File: config.mk
export PLATFORM = sky130hd
export DESIGN_NAME = resp_request_parser_flat
export DESIGN_NICKNAME = d
export VERILOG_FILES = /design/src/rtl/rrp_pkg.sv /design/src/rtl/rrp_req_if.sv /design/src/rtl/rrp_res_if.sv /design/src/rtl/resp_request_parser.sv /design/src/flat_wrapper.sv
export SDC_FILE = /design/constraint.sdc
export NUM_CORES = 1
export LEC_CHECK = 0
export ABC_CLOCK_PERIOD_IN_PS = 4100
export BUFFER_PORTS_ARGS = -buffer_cell sky130_fd_sc_hd__buf_2
export CORE_ASPECT_RATIO = 1.5
export CORE_MARGIN = 2
export CORE_UTILIZATION = 52
export DETAILED_ROUTE_END_ITERATION = 10
export PLACE_DENSITY = 0.73
export SLEW_MARGIN = 40
export SYNTH_ARGS = -nofsm -noshare
export SYNTH_HDL_FRONTEND = slang
export SYNTH_SLANG_ARGS = --single-unit
File: constraint.sdc
create_clock -name i_clk -period 4.1 [get_ports i_clk]
set_clock_uncertainty 0.1 [all_clocks]
set_input_delay 0.41 -clock i_clk [delete_from_list [all_inputs] [get_ports i_clk]]
set_output_delay 0.41 -clock i_clk [all_outputs]
set_load 0.02 [all_outputs]
File: src/rtl/rrp_pkg.sv
// rrp_pkg: shared widths, character codes and status codes of the resp request parser
// no dependencies; used by the channel interfaces and the top level

package rrp_pkg;

    localparam int DATA_W = 8;
    localparam int OFF_W  = 10;
    localparam int LEN_W  = 16;
    localparam int STAT_W = 2;

    typedef logic [DATA_W-1:0] t_byte;
    typedef logic [OFF_W-1:0]  t_offset;
    typedef logic [LEN_W-1:0]  t_length;
    typedef logic [STAT_W-1:0] t_status;

    // status codes on the result channel
    localparam t_status STATUS_ARG  = 2'd0;
    localparam t_status STATUS_DONE = 2'd1;
    localparam t_status STATUS_ERR  = 2'd2;

    // wire format characters
    localparam t_byte CH_ARRAY = 8'h2A;
    localparam t_byte CH_BULK  = 8'h24;
    localparam t_byte CH_CR    = 8'h0D;
    localparam t_byte CH_ZERO  = 8'h30;

    localparam t_length LEN_MAX = 16'hFFFF;

endpackage

File: src/rtl/rrp_req_if.sv
// rrp_req_if: byte request channel (valid/ready plus one buffer byte and its end flag)
// depends on rrp_pkg

interface rrp_req_if import rrp_pkg::*; ();
    logic  valid;
    logic  ready;
    t_byte data_byte;
    logic  last_byte;

    modport source (output valid, output data_byte, output last_byte, input ready);
    modport sink   (input valid, input data_byte, input last_byte, output ready);
endinterface

File: src/rtl/rrp_res_if.sv
// rrp_res_if: result channel (valid/ready plus status, argument offset and length)
// depends on rrp_pkg

interface rrp_res_if import rrp_pkg::*; ();
    logic    valid;
    logic    ready;
    t_status status;
    t_offset arg_offset;
    t_length arg_length;

    modport source (output valid, output status, output arg_offset, output arg_length,
                    input ready);
    modport sink   (input valid, input status, input arg_offset, input arg_length,
                    output ready);
endinterface

File: src/rtl/resp_request_parser.sv
// resp_request_parser: byte-serial parser for requests in the resp wire format
// depends on rrp_pkg, rrp_req_if and rrp_res_if
//
//   port     dir   modport  carries
//   i_req    in    sink     data_byte, last_byte: one buffer byte per request
//   o_res    out   source   status, arg_offset, arg_length: zero or one per byte
//
// one byte is taken every cycle; its result sits in the output register the next cycle.
// i_req.ready is low only while a result is held and o_res is stalled; bytes that make
// no result still need a free or draining output register.
// reset (i_rst_n low, synchronous) returns to expecting a type byte at position zero.
// the open array counts need no reset: only entries below the current depth are read.

module resp_request_parser import rrp_pkg::*; #(
    parameter int BUFFER_BYTES = 1024,
    parameter int MAX_DEPTH    = 8
) (
    input  logic        i_clk,
    input  logic        i_rst_n,
    rrp_req_if.sink     i_req,
    rrp_res_if.source   o_res
);

    localparam int POS_W = $clog2(BUFFER_BYTES);
    localparam int EXT_W = (POS_W + 1 > OFF_W) ? POS_W + 1 : OFF_W;
    localparam int DEP_W = $clog2(MAX_DEPTH + 1);
    localparam int IDX_W = (MAX_DEPTH > 1) ? $clog2(MAX_DEPTH) : 1;
    localparam int ACC_W = LEN_W + 4;

    typedef enum logic [3:0] {
        PH_TYPE,
        PH_ANUM,
        PH_BNUM,
        PH_ALF,
        PH_BLF,
        PH_PAY,
        PH_TR1,
        PH_TR2,
        PH_IDLE
    } t_phase;

    t_phase             r_phase, n_phase;
    t_length            r_acc, n_acc;
    logic [POS_W-1:0]   r_pos, n_pos;
    t_length            r_pay, n_pay;
    logic [DEP_W-1:0]   r_depth, n_depth;
    t_length            r_pend [MAX_DEPTH];

    logic               r_valid;
    t_status            r_status;
    t_offset            r_offset;
    t_length            r_length;

    logic               res_vld;
    t_status            res_status;
    t_offset            res_offset;
    t_length            res_length;

    logic               pend_we;
    logic [IDX_W-1:0]   pend_idx;
    t_length            pend_wdata;

    logic               pop_found;
    logic [IDX_W-1:0]   pop_idx;
    logic               accept;
    logic               last;
    t_byte              digit;
    logic [ACC_W-1:0]   acc_sum;
    logic [EXT_W-1:0]   off_ext;

    assign i_req.ready = !r_valid || o_res.ready;
    assign accept      = i_req.valid && i_req.ready;

    assign o_res.valid      = r_valid;
    assign o_res.status     = r_status;
    assign o_res.arg_offset = r_offset;
    assign o_res.arg_length = r_length;

    assign last    = i_req.last_byte || (r_pos == POS_W'(BUFFER_BYTES - 1));
    assign digit   = i_req.data_byte - CH_ZERO;
    assign acc_sum = {r_acc, 3'b000} + {3'b000, r_acc, 1'b0} + ACC_W'(digit);
    assign off_ext = EXT_W'(r_pos) + EXT_W'(1);

    // innermost open array whose count does not run out when an element ends
    always_comb begin
        pop_found = 1'b0;
        pop_idx   = '0;
        for (int i = 0; i < MAX_DEPTH; i++) begin
            if ((DEP_W'(i) < r_depth) && (r_pend[i] != t_length'(1))) begin
                pop_found = 1'b1;
                pop_idx   = IDX_W'(i);
            end
        end
    end

    always_comb begin
        n_phase    = r_phase;
        n_acc      = r_acc;
        n_pos      = r_pos;
        n_pay      = r_pay;
        n_depth    = r_depth;
        res_vld    = 1'b0;
        res_status = STATUS_ARG;
        res_offset = '0;
        res_length = '0;
        pend_we    = 1'b0;
        pend_idx   = pop_idx;
        pend_wdata = r_pend[pop_idx] - t_length'(1);

        case (r_phase)
            PH_TYPE: begin
                n_acc = '0;
                if (i_req.data_byte == CH_ARRAY) begin
                    n_phase = PH_ANUM;
                end else if (i_req.data_byte == CH_BULK) begin
                    n_phase = PH_BNUM;
                end else begin
                    res_vld    = 1'b1;
                    res_status = STATUS_ERR;
                    n_phase    = PH_IDLE;
                end
            end
            PH_ANUM, PH_BNUM: begin
                if (i_req.data_byte == CH_CR) begin
                    n_phase = (r_phase == PH_ANUM) ? PH_ALF : PH_BLF;
                end else begin
                    n_acc = (acc_sum > ACC_W'(LEN_MAX)) ? LEN_MAX : acc_sum[LEN_W-1:0];
                end
            end
            PH_ALF: begin
                if (r_acc == '0) begin
                    // empty array ends its element right away
                    if (pop_found) begin
                        pend_we = 1'b1;
                        n_depth = DEP_W'(pop_idx) + DEP_W'(1);
                        n_phase = PH_TYPE;
                    end else begin
                        n_depth    = '0;
                        n_phase    = PH_IDLE;
                        res_vld    = 1'b1;
                        res_status = STATUS_DONE;
                    end
                end else if (r_depth >= DEP_W'(MAX_DEPTH)) begin
                    res_vld    = 1'b1;
                    res_status = STATUS_ERR;
                    n_phase    = PH_IDLE;
                end else begin
                    pend_we    = 1'b1;
                    pend_idx   = IDX_W'(r_depth);
                    pend_wdata = r_acc;
                    n_depth    = r_depth + DEP_W'(1);
                    n_phase    = PH_TYPE;
                end
            end
            PH_BLF: begin
                res_vld    = 1'b1;
                res_status = STATUS_ARG;
                res_offset = off_ext[OFF_W-1:0];
                res_length = r_acc;
                n_pay      = r_acc;
                n_phase    = (r_acc != '0) ? PH_PAY : PH_TR1;
            end
            PH_PAY: begin
                n_pay = r_pay - t_length'(1);
                if (r_pay == t_length'(1)) begin
                    n_phase = PH_TR1;
                end
            end
            PH_TR1: begin
                n_phase = PH_TR2;
            end
            PH_TR2: begin
                if (pop_found) begin
                    pend_we = 1'b1;
                    n_depth = DEP_W'(pop_idx) + DEP_W'(1);
                    n_phase = PH_TYPE;
                end else begin
                    n_depth    = '0;
                    n_phase    = PH_IDLE;
                    res_vld    = 1'b1;
                    res_status = STATUS_DONE;
                end
            end
            default: begin
                n_phase = PH_IDLE;
            end
        endcase

        if (last) begin
            // unfinished request at buffer end overrides any argument report
            if (n_phase != PH_IDLE) begin
                res_vld    = 1'b1;
                res_status = STATUS_ERR;
                res_offset = '0;
                res_length = '0;
            end
            n_phase = PH_TYPE;
            n_acc   = '0;
            n_pos   = '0;
            n_pay   = '0;
            n_depth = '0;
        end else begin
            n_pos = r_pos + POS_W'(1);
        end
    end

    always_ff @(posedge i_clk) begin
        if (!i_rst_n) begin
            r_phase <= PH_TYPE;
            r_acc   <= '0;
            r_pos   <= '0;
            r_pay   <= '0;
            r_depth <= '0;
            r_valid <= 1'b0;
        end else begin
            if (accept) begin
                r_phase <= n_phase;
                r_acc   <= n_acc;
                r_pos   <= n_pos;
                r_pay   <= n_pay;
                r_depth <= n_depth;
            end
            if (accept && res_vld) begin
                r_valid  <= 1'b1;
                r_status <= res_status;
                r_offset <= res_offset;
                r_length <= res_length;
            end else if (o_res.ready) begin
                r_valid <= 1'b0;
            end
        end
    end

    // open array counts
    always_ff @(posedge i_clk) begin
        if (accept && pend_we) begin
            r_pend[pend_idx] <= pend_wdata;
        end
    end

endmodule
File: src/flat_wrapper.sv
// flat-port wrapper written by rule: the top's interface ports become plain ports
module resp_request_parser_flat import rrp_pkg::*;
#(
    parameter int BUFFER_BYTES = 1024,
    parameter int MAX_DEPTH    = 8
)
  (i_clk, i_rst_n, i_req_valid, i_req_data_byte, i_req_last_byte, i_req_ready, o_res_valid, o_res_status, o_res_arg_offset, o_res_arg_length, o_res_ready);
  rrp_req_if i_req_i ();
  rrp_res_if o_res_i ();
  input  logic i_clk;
  input  logic i_rst_n;
  input wire logic [$bits(i_req_i.valid)-1:0] i_req_valid;
  input wire logic [$bits(i_req_i.data_byte)-1:0] i_req_data_byte;
  input wire logic [$bits(i_req_i.last_byte)-1:0] i_req_last_byte;
  output wire logic [$bits(i_req_i.ready)-1:0] i_req_ready;
  output wire logic [$bits(o_res_i.valid)-1:0] o_res_valid;
  output wire logic [$bits(o_res_i.status)-1:0] o_res_status;
  output wire logic [$bits(o_res_i.arg_offset)-1:0] o_res_arg_offset;
  output wire logic [$bits(o_res_i.arg_length)-1:0] o_res_arg_length;
  input wire logic [$bits(o_res_i.ready)-1:0] o_res_ready;
  assign i_req_i.valid = i_req_valid;
  assign i_req_i.data_byte = i_req_data_byte;
  assign i_req_i.last_byte = i_req_last_byte;
  assign i_req_ready = i_req_i.ready;
  assign o_res_valid = o_res_i.valid;
  assign o_res_status = o_res_i.status;
  assign o_res_arg_offset = o_res_i.arg_offset;
  assign o_res_arg_length = o_res_i.arg_length;
  assign o_res_i.ready = o_res_ready;
  resp_request_parser #(.BUFFER_BYTES(BUFFER_BYTES), .MAX_DEPTH(MAX_DEPTH)) u_core (.i_clk(i_clk), .i_rst_n(i_rst_n), .i_req(i_req_i), .o_res(o_res_i));
endmodule
# --- Word level (Yosys, flattened, before mapping) ---
# Memory sizes are Yosys's and may differ from the RTL's.
# Index checks and enable logic that the tools add are counted.
# Widths: inputs -> output; s select.
classes:
  n_addsub: 9
  mux: 74
  reduce_logical: 26
  n_eq_ne: 23
  order_cmp: 10
op_table:
  columns: ["operator", "count"]
  rows:
  - ["$mux 16", 10]
  - ["$ne 16x1->1 const B", 8]
  - ["$pmux 16 s2", 2]
  - ["$mux 4", 12]
  - ["$mux 10", 4]
  - ["$sub 16x1->16 const B", 2]
  - ["$pmux 4 s7", 1]
  - ["$mux 1", 24]
  - ["$mux 3", 8]
  - ["$add 10x1->10 const B", 2]
  - ["$add 19x17->20", 1]
  - ["$add 20x8->20", 1]
  - ["$gt 20x16->1 const B", 1]
  - ["$mux 2", 9]
  - ["$eq 16x1->1 const B", 1]
  - ["$eq 4x3->1 const B", 4]
  - ["$eq 8x6->1 const B", 2]
  - ["$logic_not 16->1", 1]
  - ["$lt 3x4->1 const A", 4]
  - ["$reduce_bool 16->1", 1]
  - ["$logic_and 1x1->1", 11]
  - ["$eq 10x10->1 const B", 1]
  - ["$reduce_bool 3->1", 3]
  - ["$eq 4x2->1 const B", 2]
  - ["22 further kinds", 27]
word_totals:
  ff_bits: 79
  out_inout_bits: 30
  n_memories: 1
  in_bits: 13
  word_cells: 152
  ram_bits: 128
mem_list:
  columns: ["name", "depth", "width", "rd", "rd_ports_with_merged_regs", "write_ports", "line_no", "rtl"]
  rows:
  - ["u_core.r_pend", 8, 16, 9, 0, 1, "resp_request_parser.sv:47", "t_length r_pend [MAX_DEPTH];"]

# --- Depth between registers and ports, before layout ---
# Gate-level depths: netlist of the first run.
# An unclocked memory read counts as a cell.
logic_depth:
  ltp_word: 19
  depth_mapped: 18
  depth_no_buf: 17

# --- Worst setup path before layout of the first run ---
# No wires, ideal clock.
synth_path:
  path_type: "register to register"
  start: "register u_core.r_depth[0]"
  end: "memory u_core.r_pend[0][10] in the netlist's numbering (data pin)"
  slack_ps: 284
  t_arrival_ps: 3492
  required_time_ps: 3776
  path_buffers: 2
  stages_incl_launch_ff: 16
  cell_sequence: "dfxtp_1 ha_1 or3_4 a221o_1 a2bb2oi_2 buf_6 buf_8 mux2_1 o21ai_0 o22a_1 ha_1 nand2_1 nor3_2 nand3_1 xor2_1 a21oi_1"
synth_via:
  elab_chain_len: 14
  elab_cells_between_ends: 27
  cone_classes: "add/sub: 1; order compare: 8; mux: 10; reduce/logical: 7; memory: 1"
synth_lines:
  columns: ["element", "line_no", "rtl"]
  rows:
  - ["from (decl)", "resp_request_parser.sv:46", "logic [DEP_W-1:0] r_depth, n_depth;"]
  - ["from (signal assigned)", "resp_request_parser.sv:221", "r_depth <= n_depth;"]
  - ["$lt 1x4->1", "resp_request_parser.sv:89", "if ((DEP_W'(i) < r_depth) && (r_pend[i] != t_length'(1))) begin"]
  - ["$logic_and 1x1->1", "resp_request_parser.sv:89", null]
  - ["$mux 1", "resp_request_parser.sv:89", null]
  - ["$mux 2 (2 in a row)", "resp_request_parser.sv:89", null]
  - ["$mux 3 (4 in a row)", "resp_request_parser.sv:89", null]
  - ["$mem_v2 8x16", null, null]
  - ["$sub 16x1->16", "resp_request_parser.sv:108", "pend_wdata = r_pend[pop_idx] - t_length'(1);"]
  - ["$mux 16", "resp_request_parser.sv:143", "end else if (r_depth >= DEP_W'(MAX_DEPTH)) begin"]
  - ["$mux 16", "resp_request_parser.sv:131", "if (r_acc == '0) begin"]
  - ["$mux 16 (*)", "resp_request_parser.sv:110", "case (r_phase)"]
  - ["named net u_core.pend_wdata[10]", "resp_request_parser.sv:61", "t_length pend_wdata;"]
  - ["to (decl)", "resp_request_parser.sv:47", null]
# The timed path passes the listed nets; every way through them passes the cells marked *.

==> results.env, run 1 <==
RESULT_OF_THE_RUN='finished with violations'
FAILED_CHECKS='setup timing'
PLACED_CELLS=1447
WORSTSKEWPAIRLATENCY_PS=510
PLACED_AREA_MM2=0.0125
DETAIL_ROUTE.DRC_VIOLATIONS=0
TIMING_HOLD_VIOLATIONS_FINAL=0
SYN2LAYOUT_AREA_GROWTH_PCT=20.1
VIA_COUNT_OF_THE_FIRST_GLOBAL_ROUTING_PASS=8868
WORSTPATHREQUIRED_PS=4260
SETUP_VIOL=44
CTS_MAX_PATH_BUFFERS=3
GLOBALPLACE.CONGESTION=0.920
AVERAGE_INSTANCE_AREA_AFTER_SYNTHESIS_UM2=10.5
GRT_OVERFLOW_TOTAL=0
WORST_HOLD_SLACK_PS=85.2
CP.ARRIVAL_PS=4370
GRT_USAGE_PCT=26.7
R2R_END='u_core.r_pend[3][15]'
TOP_LEVEL_PORTS=43
WORSTHOLDSTART='i_rst_n'
N_FILL_CELL=1604
FIN_NETS=1267
WORSTHOLDPATHTYPE='input pin to register'
YOSYSTOPAREACELLSHARE_PCT=41.9
SLEW_HEADROOM_PCT=44.2
ANTENNA_FOUND_INITIAL=0
SETUP-TNS-FINAL_PS=-2220
DIE_W_UM=124
POSTLAYOUTSETUPSLACKWORST_PS=-112
FP-ROW-COUNT=65
FIRSTDRTPASSITERS=6
GRT_START_MAX_NET_PINS=37
POST_DRT_WL_PER_CELL_UM=20.6
ANTENNA-DIODE-COUNT=0
FLOORPLAN.DIE_AREA_MM2=0.0227
NETLIST_INSTANCES=1063
CRITPATHBUFINV=5
NUM_VIAS=9016
DETAIL_ROUTE.WIRELENGTH_UM=30700
CP_SLOWEST_CELL='edfxtp_1'
SYNTH_TOP_CELLS_BY_AREA='edfxtp_1 (42%), dfxtp_1 (9.1%), nor2_1 (4.9%), ha_1 (4.1%), a21oi_1 (4.1%)'
END_KIND='register'
R2R.WORST_PATH.CELLS=17
GRT_FIRST_PASS_WIRELENGTH_UM=46200
TOTAL_STANDARD_CELL_AREA_AFTER_SYNTHESIS_MM2=0.0112
TOTAL_POWER_W=0.00408
TIGHTESTPINTRANSITION_PS=836
TIMING_MAX_TRANSITION_VIOLATIONS_FINAL=0
DP_HPWL_UM=22100
R2R_SLACK_PS=-110
WORST_SETUP_PATH_START_KIND='register'
TIMING.FINAL.CRIT_PERIOD_PS=4210
INITIALDRTVIOLATIONCOUNT=555
POST-ROUTE-PERIOD-UTIL_PCT=103
TIMING_WORST_SETUP_PATH_TYPE='register to register'
DRIVE_GT1_SHARE_PCT=24.1
SYNTH_TOP_FLOP_CELL='edfxtp_1'
DIE_H_UM=184
YOSYS.AREA.TOP_TYPE='edfxtp_1'
EFFECTIVE_UTILIZATION_AT_FLOORPLAN_PCT=53.1
CTS.SINKS=207
CTSROOTBUFFERMASTER='clkbuf_16'
PORTBUFFERS=42
MAPPEDNETLISTNETS=1119
UNREPAIRED_SETUP_ENDPOINTS_AFTER_GLOBAL_ROUTING='true'
CORE_AR_MM2=0.0211
CRIT-REG2REG-LAUNCH='u_core.r_pend[2][15]'
SYNTH_EDF_COUNT=156
SYNTH-SEQ-CELLS=207
MAX-CAP-VIOLATIONS=0
YOSYSWARNINGCOUNT=0
MIN_DELAY_WORST_ENDPOINT='u_core.r_acc[13]'
IR_WORST_VDD_mV=0.284
VIAS_PER_CELL=6.05
SYNTH_MOST_COMMON_CELL='edfxtp_1'
CRITICAL_PATH.MAX_FANOUT=8
CTS_BUFFERS=19
DOMINANT_DELAY_CONTRIBUTOR_BY_CELL_FAMILY_ON_THE_CRITICAL_PATH='simple AND/OR/NAND/NOR gates'
YS_TYPES=79
POST_LAYOUT_NONFILLER_INSTANCES=1491
POWER_DENSITY_mW_PER_MM2=304
CELLLEAKAGEPOWER_nW=5.16
YS_TOP_CELLS_BY_COUNT='edfxtp_1 (156), nor2_1 (145), a21oi_1 (91)'
FINAL_ANTENNA_NET_COUNT=0
TRITONCTS_CLOCK_TREE='yes'
FINISH.INSTANCE_AREA_MM2=0.0134
ASYNC_RESET_FF_SHARE_PCT=0
CRIT_PATH_MAX_INCR_DELAY_PS=430
CRITICAL_PATH.CELL_CHAIN='nor4_4, buf_4, nand4_1, a221o_1, a2bb2oi_4, buf_12, buf_12, mux2_2, nor2_1, o32a_1, nand4_4, nor3_4, buf_6, nand3_1, xnor2_1, a21oi_2, buf_4'
HTREEDEPTH=1
MAX_FREQ_GHz=0.237
CLK_PIN_SLEW_WORST_PATHS_PS=60
SEQUENTIAL_ELEMENT_SHARE_OF_THE_SYNTHESIZED_AREA_PCT=51.0
HOLD-PATH-CELL-COUNT=3
==> worst reg2reg max path, delay by kind of cell (launching register included) <==
| family | cells | cell delay (ps) |
|---|---|---|
| flip-flops | 1 | 430 |
| multiplexers | 1 | 330 |
| AO/OA/AOI/OAI | 4 | 960 |
| XOR/XNOR | 1 | 210 |
| AND/OR/NAND/NOR | 6 | 1140 |
| buffers and inverters | 5 | 780 |
==> final cells by class <==
cell class / instances / area, um2 / share of cell area, %
inverters: 41 / 154 / 1.14
multi-input cells: 765 / 5280 / 39.2
repair buffers: 177 / 1380 / 10.3
well taps: 268 / 335 / 2.49
flip-flops and latches: 207 / 5710 / 42.4
clock inverters: 8 / 43.8 / 0.326
clock buffers: 25 / 549 / 4.09
==> layer usage <==
metal	GRT usage, %	part of all wire, %	vias to the layer above
met5	0	0	-
met3	3.23	5.0	112
met1	29.7	36	4343
li1	-	-	4201
met4	16.6	6.0	0
met2	47.5	53	360
==> placed cells by master (no fill, tap or decap), types with 6 or more instances in the layout <==
master	count
and3_1	9
mux2_1	13
inv_1	37
edfxtp_1	156
nand3_1	13
a21oi_2	9
o21ai_1	14
nor2_1	145
ha_1	36
nand4_1	6
mux2i_1	16
xnor2_1	22
a41oi_1	13
mux2_2	27
and2_1	23
fa_1	6
nor3_1	13
xor2_1	11
nand2_1	77
buf_4	120
a211oi_1	7
clkbuf_16	20
nor2b_1	6
nor4_1	30
nor4b_1	9
o21ai_0	51
mux2_4	7
dfxtp_1	51
buf_2	42
nand2b_1	7
a22oi_1	10
buf_12	11
a21oi_1	81
==> logic make-up after synthesis <==
group                    share of synthesized area, %
AO/OA/AOI/OAI                                    14.3
XOR/XNOR                                         2.74
adder cells (fa/ha/maj)                          5.30
buffers and inverters                            3.80
flip-flops                                       51.0
multiplexers                                     6.56
AND/OR/NAND/NOR                                  16.3
==> state kept, by name (all words and copies together), names as in the netlist <==
register	count
u_core.r_pend	128
u_core.o_res.arg_length	16
u_core.r_acc	16
u_core.r_pay	16
u_core.o_res.arg_offset	10
u_core.r_pos	10
u_core.r_depth	4
u_core.r_phase	4
u_core.o_res.status	2
u_core.o_res.valid	1
==> power by group <==
part           switching, W  internal, W  leakage [nW]
combinational     0.0000927    0.0000439          3.03
clock              0.000755     0.000945         0.294
sequential       0.00000719      0.00224          1.84
total              0.000855      0.00323          5.16
==> metrics by stage <==
stage                     setup WS [ps]  util (%)
after global routing               -242      63.8
final                              -112      63.8
after floorplan                     284         -
after CTS                          3.01      62.7
after global placement             -241      59.5
after detailed placement           -389      59.6
==> worst max path at each step <==
stage,cells after the start,endpoint,slack (ps),start
final,17,u_core.r_pend[3][15],-110,u_core.r_pend[2][15]
after global routing,17,u_core.r_pend[4][15],-240,u_core.r_pend[2][15]
after CTS,16,u_core.r_pend[1][12],3,u_core.r_pend[2][15]
after detailed placement,15,u_core.r_pend[3][15],-390,u_core.r_pend[2][10]
after global placement,15,u_core.r_pend[5][15],-240,u_core.r_pend[2][10]
after floorplan,15,u_core.r_pend[0][10],280,u_core.r_depth[0]
==> repair_timing <==
action                                  4_1_cts  5_1_grt
pin swaps                                     5       14
buffers inserted                              3        9
gates cloned                                  0        0
endpoints found under the setup margin      103      112
resized for setup                             9       37
hold buffers                                  0        0
Note: power is estimated with default switching activity, not from simulation.
==> inputs of run 2 (changes only) <==
Settings changed: CELL_PAD_IN_SITES_DETAIL_PLACEMENT set to 1, CELL_PAD_IN_SITES_GLOBAL_PLACEMENT set to 1, CORE_UTILIZATION 52 to 45, PLACE_DENSITY 0.73 to not set, PLACE_DENSITY_LB_ADDON set to 0.1, SETUP_SLACK_MARGIN set to 0.1.
==> run 2 against run 1 <==
Count of clock-buffer cells in the layout rose by 5. Die area rose by 15%. Flip-flop and latch count did not move. Cell area rose by 4.6%. Register-to-register slack barely moved. Largest cell class unchanged. Cell count rose by 5.8%. Sequential share of layout area fell by 1.9 points. The run still ends with setup timing left. Via count rose by 1.8%. Critical endpoint is now u_core.r_pend[6][12]. Hold slack improved by 17 ps. Power rose by 4.4%. Clock power rose by 11%.
==> results.env, run 2 (synthesis gave the netlist of run 1 again) <==
EFFECTIVE_UTILIZATION_AT_FLOORPLAN_PCT=45.8
NUM_VIAS=9182
MAX_FLOP_REGISTER='u_core.r_pend'
FLOORPLAN.DIE_AREA_MM2=0.0262
FIN_NETS=1294
WORST_HOLD_SLACK_PS=102
TIMING_WORST_SETUP_PATH_TYPE='register to register'
WORSTHOLDPATHTYPE='input pin to register'
WORST_SETUP_PATH_START_KIND='register'
CRITICAL_PATH.MAX_FANOUT=8
MET1_LENGTH_UM=13500
CLK_PIN_SLEW_WORST_PATHS_PS=60
IR_WORST_VDD_mV=0.283
GRT_START_MAX_NET_PINS=32
SYN2LAYOUT_AREA_GROWTH_PCT=25.6
CP.ARRIVAL_PS=4400
DETAIL_ROUTE.DRC_VIOLATIONS=0
POST-ROUTE-PERIOD-UTIL_PCT=103
DIE_H_UM=197
POSTLAYOUTSETUPSLACKWORST_PS=-123
TIMING.FINAL.CRIT_PERIOD_PS=4220
CRITICAL_PATH.CELL_CHAIN='nor4b_4, buf_4, nand4_1, a221o_1, a2bb2oi_4, buf_12, buf_12, mux2_4, o21ai_1, o32a_1, nand4_4, buf_4, nor3_4, buf_6, nand2_1, xnor2_2, a21oi_2, buf_6'
MAX-CAP-VIOLATIONS=0
CRIT_PATH_MAX_INCR_DELAY_PS=450
HTREEDEPTH=1
DIE_W_UM=133
CELLLEAKAGEPOWER_nW=5.40
PRECTSSETUPSLACK_PS=-330
MOSTFREQUENTLAYOUTCELLS='edfxtp_1 (156), nor2_1 (142), buf_4 (130)'
POST_LAYOUT_NONFILLER_INSTANCES=1578
ANTENNA-DIODE-COUNT=0
FINAL_ANTENNA_NET_COUNT=0
VIA_COUNT_OF_THE_FIRST_GLOBAL_ROUTING_PASS=9867
POST_DRT_WL_PER_CELL_UM=23.1
GRT_USAGE_PCT=27.5
FIRSTDRTPASSITERS=5
RESULT_OF_THE_RUN='finished with violations'
DRIVE_GT1_SHARE_PCT=27.0
TOPROUTINGLAYERUSED='met4'
CTS_HOLD_BUFFERS=0
GRT_FIRST_PASS_WIRELENGTH_UM=55300
UNREPAIRED_SETUP_ENDPOINTS_AFTER_GLOBAL_ROUTING='true'
FAILED_CHECKS='setup timing'
TRITONCTS_CLOCK_TREE='yes'
END_KIND='register'
LARGEST_REGISTER_FFS=128
FP-ROW-COUNT=70
CTSROOTBUFFERMASTER='clkbuf_16'
CTS_MAX_PATH_BUFFERS=3
TOP_LEVEL_PORTS=43
INITIALDRTVIOLATIONCOUNT=471
N_FILL_CELL=2640
R2R_SLACK_PS=-120
GLOBALPLACE.CONGESTION=0.896
CORE_AR_MM2=0.0244
WORSTPATHREQUIRED_PS=4280
CTS_BUFFERS=22
WORSTSKEWPAIRLATENCY_PS=520
CP_SLOWEST_CELL='edfxtp_1'
TIGHTESTPINTRANSITION_PS=831
DETAIL_ROUTE.WIRELENGTH_UM=36400
MAX_FREQ_GHz=0.237
VIAS_PER_CELL=5.82
SLEW_HEADROOM_PCT=44.3
ROUTED_WIRE_LENGTH_ON_MET3_UM=1230
LENGTH_OF_ROUTED_MET2_WIRING_UM=19900
POWER_DENSITY_mW_PER_MM2=303
DP_HPWL_UM=26000
TIMING_HOLD_VIOLATIONS_FINAL=0
PLACED_CELLS=1514
ANTENNA_FOUND_INITIAL=0
MOST_FREQUENT_STANDARD_CELL_IN_THE_LAYOUT_EXCLUDING_FILL_AND_TAP_CELLS='edfxtp_1'
GRT_OVERFLOW_TOTAL=0
SETUP_VIOL=60
PORTBUFFERS=42
TIMING_MAX_TRANSITION_VIOLATIONS_FINAL=0
CTS.SINKS=207
==> run 2: cell count changes in the layout (fill, tap and decap cells not counted), sizes merged <==
cell / change
clkinv: +3
inv: -1
buf: +24
clkbuf: +5
==> run 2: area by class of cell <==
cell class / instances / area (um2) / share of cell area, %
flip-flops and latches: 207 / 5710 / 40.6
multi-input cells: 765 / 5420 / 38.5
repair buffers: 201 / 1710 / 12.2
clock buffers: 30 / 612 / 4.35
well taps: 324 / 405 / 2.88
inverters: 41 / 154 / 1.09
clock inverters: 10 / 56.3 / 0.400
==> run 2: power breakdown <==
part	switching [W]	leakage [nW]	internal, W
Clock	0.000831	0.326	0.00105
Combinational	0.0000943	3.24	0.0000419
Sequential	0.00000703	1.84	0.00224
Total	0.000932	5.40	0.00333
==> run 2: worst paths after layout <==
path                            start                    to  depth (start not counted)
setup / recovery  u_core.r_pend[2][6]  u_core.r_pend[6][12]                         18
hold / removal                i_rst_n      u_core.r_acc[13]                          3
setup reg to reg  u_core.r_pend[2][6]  u_core.r_pend[6][12]                         18
hold reg to reg      u_core.r_pay[15]      u_core.r_pay[15]                          2
==> run 2: critical path: cells and delay by family (launching register included) <==
kind	cells	cell delay [ps]
buf+inv	6	920
mux	1	290
simple gates	5	910
compound gates	5	1120
xor+xnor	1	180
flops	1	450
==> run 2: through the flow <==
stage	setup TNS, ps	total power (W)	utilization, %	cell area (um2)
after floorplan	0	0.00237	-	11200
after global placement	-4030	0.00243	52.3	12800
after detailed placement	-20640	0.00243	52.3	12800
after CTS	0	0.00431	56.2	13700
after global routing	-14260	0.00439	57.5	14100
final	-4410	0.00426	57.5	14100
==> run 2: routing by layer <==
| layer | up-vias | global-route usage [%] |
|---|---|---|
| met4 | 0 | 14.5 |
| met3 | 89 | 3.00 |
| met5 | - | 0 |
| li1 | 4267 | - |
| met1 | 4609 | 29.6 |
| met2 | 217 | 52.5 |
==> run 2: timing repair <==
item | CTS | global route
hold endpoints to repair | 0 | 0
gates resized for setup | 39 | 44
endpoints found under the setup margin | 112 | 108
buffers inserted | 13 | 12
pin swaps | 13 | 31
==> inputs of run 3 (changes only) <==
Settings changed: CELL_PAD_IN_SITES_GLOBAL_PLACEMENT 1 to 2, CORE_UTILIZATION 45 to 38.
==> run 3 against run 2 <==
Combinational power is 7% higher. Clock power up 12%. Global-route usage shrank 3.1 points. Power is 5.4% higher. Sequential power about the same. Hold slack got worse by 31 ps. Count of clock-buffer cells in the layout fell by 6. Core utilization down 7.5 points. The flow still finishes with violations (setup timing). Register-to-register slack lost 40 ps.
==> results.env, run 3 (synthesis gave the netlist of run 1 again) <==
VIAS_PER_CELL=5.42
TIGHTESTPINTRANSITION_PS=797
MOSTFREQUENTLAYOUTCELLS='edfxtp_1 (156), nor2_1 (140), buf_4 (137)'
TIMING_WORST_SETUP_PATH_TYPE='register to register'
WORSTPATHREQUIRED_PS=4270
CELLLEAKAGEPOWER_nW=5.65
R2R_SLACK_PS=-160
ANTENNA_FOUND_INITIAL=1
MIN_DELAY_WORST_ENDPOINT='u_core.r_acc[13]'
CP.ARRIVAL_PS=4430
DIE_W_UM=144
HOLD-PATH-CELL-COUNT=3
CLK_PIN_SLEW_WORST_PATHS_PS=70
TIMING_MAX_TRANSITION_VIOLATIONS_FINAL=0
POST-ROUTE-PERIOD-UTIL_PCT=104
GRT_OVERFLOW_TOTAL=0
FP-ROW-COUNT=77
CTS_MAX_PATH_BUFFERS=3
WORSTHOLDPATHTYPE='input pin to register'
INITIALDRTVIOLATIONCOUNT=425
LARGEST_REGISTER_FFS=128
CP_SLOWEST_CELL='edfxtp_1'
SETUP_VIOL=63
DETAIL_ROUTE.WIRELENGTH_UM=37900
WORSTHOLDSTART='i_rst_n'
POSTLAYOUTSETUPSLACKWORST_PS=-163
GRT_FIRST_PASS_WIRELENGTH_UM=56900
FIRSTDRTPASSITERS=5
DRIVE_GT1_SHARE_PCT=30.5
WORST_SETUP_PATH_START_KIND='register'
TOP_LEVEL_PORTS=43
FAILED_CHECKS='setup timing'
MOST_FREQUENT_STANDARD_CELL_IN_THE_LAYOUT_EXCLUDING_FILL_AND_TAP_CELLS='edfxtp_1'
SLEW_HEADROOM_PCT=46.1
REGAREA_MM2=0.00571
PORTBUFFERS=42
CRIT_PATH_MAX_INCR_DELAY_PS=460
R2R.WORST_PATH.CELLS=18
MAX_FREQ_GHz=0.235
DIE_H_UM=214
TIMING.CRITICAL_PATH.MODE_CELL='buf_6'
EFFECTIVE_UTILIZATION_AT_FLOORPLAN_PCT=38.3
END_KIND='register'
GLOBALPLACE.CONGESTION=0.841
CTS.SINKS=207
POST_DRT_WL_PER_CELL_UM=22.6
POWER_DENSITY_mW_PER_MM2=307
MAX_FLOP_REGISTER='u_core.r_pend'
CRITICAL_PATH.MAX_FANOUT=8
CTS_BUFFERS=22
DP_HPWL_UM=27500
UNREPAIRED_SETUP_ENDPOINTS_AFTER_GLOBAL_ROUTING='true'
TIMING.FINAL.CRIT_PERIOD_PS=4260
HTREEDEPTH=1
N_FILL_CELL=3187
ANTENNA-DIODE-COUNT=0
FINAL_ANTENNA_NET_COUNT=0
CTSROOTBUFFERMASTER='clkbuf_16'
DETAIL_ROUTE.DRC_VIOLATIONS=0
SYN2LAYOUT_AREA_GROWTH_PCT=30.6
VIA_COUNT_OF_THE_FIRST_GLOBAL_ROUTING_PASS=9663
SETUP-TNS-FINAL_PS=-5220
CRIT-REG2REG-LAUNCH='u_core.r_pend[2][10]'
FIN_NETS=1319
AREA_OF_THE_MULTI_INPUT_GATES_MM2=0.00554
GRT_USAGE_PCT=24.4
CRITICAL_PATH.CELL_CHAIN='nor4_4, buf_4, nand4_1, a221o_1, a2bb2oi_4, buf_12, buf_6, mux2_2, o21ai_2, o32a_1, nand4_4, buf_6, nor3_4, buf_6, nand3_4, xnor2_4, a21oi_2, buf_6'
TRITONCTS_CLOCK_TREE='yes'
RESULT_OF_THE_RUN='finished with violations'
FLOORPLAN.DIE_AREA_MM2=0.0309
WORST_HOLD_SLACK_PS=71.0
R2R_END='u_core.r_pend[7][15]'
WORSTSKEWPAIRLATENCY_PS=540
MAX-CAP-VIOLATIONS=0
CORE_AR_MM2=0.0292
NUM_VIAS=9074
IR_WORST_VDD_mV=0.346
TIMING_HOLD_VIOLATIONS_FINAL=0
GRT_START_MAX_NET_PINS=36
[run 3: cell types whose count changed in the layout (fill, tap and decap cells not counted), sizes merged]
cell and delta:
buf +24, clkbuf -5, bufinv +3, clkinv +2
inv +1
[run 3: final cells by class]
cell class / instances / area share, %
Clock buffer: 24 / 3.96
Clock inverter: 16 / 1.11
Multi-Input combinational cell: 765 / 37.9
Inverter: 41 / 1.05
Tap cell: 395 / 3.38
Timing Repair Buffer: 226 / 13.5
Sequential cell: 207 / 39.0
[run 3: worst max path at each step]
stage | endpoint | depth (start not counted) | start
global placement | u_core.r_pend[4][11] | 16 | u_core.r_pend[2][10]
CTS | u_core.r_pend[4][13] | 18 | u_core.r_pend[2][15]
floorplan | u_core.r_pend[0][10] | 15 | u_core.r_depth[0]
finish | u_core.r_pend[7][15] | 18 | u_core.r_pend[2][10]
global route | u_core.r_pend[7][15] | 18 | u_core.r_pend[2][10]
detailed placement | u_core.r_pend[5][11] | 16 | u_core.r_pend[2][10]
[run 3: where the power goes]
group / total (W) / switching (W) / internal, W
registers: 0.00225 / 0.00000545 / 0.00224
clock network: 0.00210 / 0.000891 / 0.00121
logic: 0.000145 / 0.0000989 / 0.0000456
[run 3: metrics by stage]
| stage | cell area, um2 | power, W | setup slack (ps) | utilization, % | cells |
|---|---|---|---|---|---|
| finish | 14600 | 0.00449 | -163 | 50.1 | 1674 |
| CTS | 14100 | 0.00455 | -68.5 | 48.4 | 1661 |
| detailed placement | 13000 | 0.00244 | -343 | 44.7 | 1602 |
| floorplan | 11200 | 0.00237 | 284 | - | 1063 |
| global placement | 13000 | 0.00244 | -284 | 44.7 | 1602 |
| global route | 14600 | 0.00466 | -339 | 50.1 | 1674 |
[run 3: what timing repair did]
| item | CTS | global route |
|---|---|---|
| buffers inserted | 19 | 14 |
| gates resized for setup | 47 | 87 |
| setup endpoints to repair | 96 | 136 |
| pin swaps | 16 | 42 |
| hold buffers | 0 | 0 |
| cloned | 0 | 1 |
[run 3: critical path: cells and delay by family, from the launching register on]
family	cells	cell delay, ps
AND/OR/NAND/NOR	5	1000
buffers and inverters	6	890
XOR/XNOR	1	190
flip-flops	1	460
AO/OA/AOI/OAI	5	1040
multiplexers	1	330
[run 3: per-layer routing]
layer  wire length [um]  track usage (%)
met5                  0                0
met4               1770             9.61
met3               1080             2.48
met2              20400             45.2
met1              14600             28.2
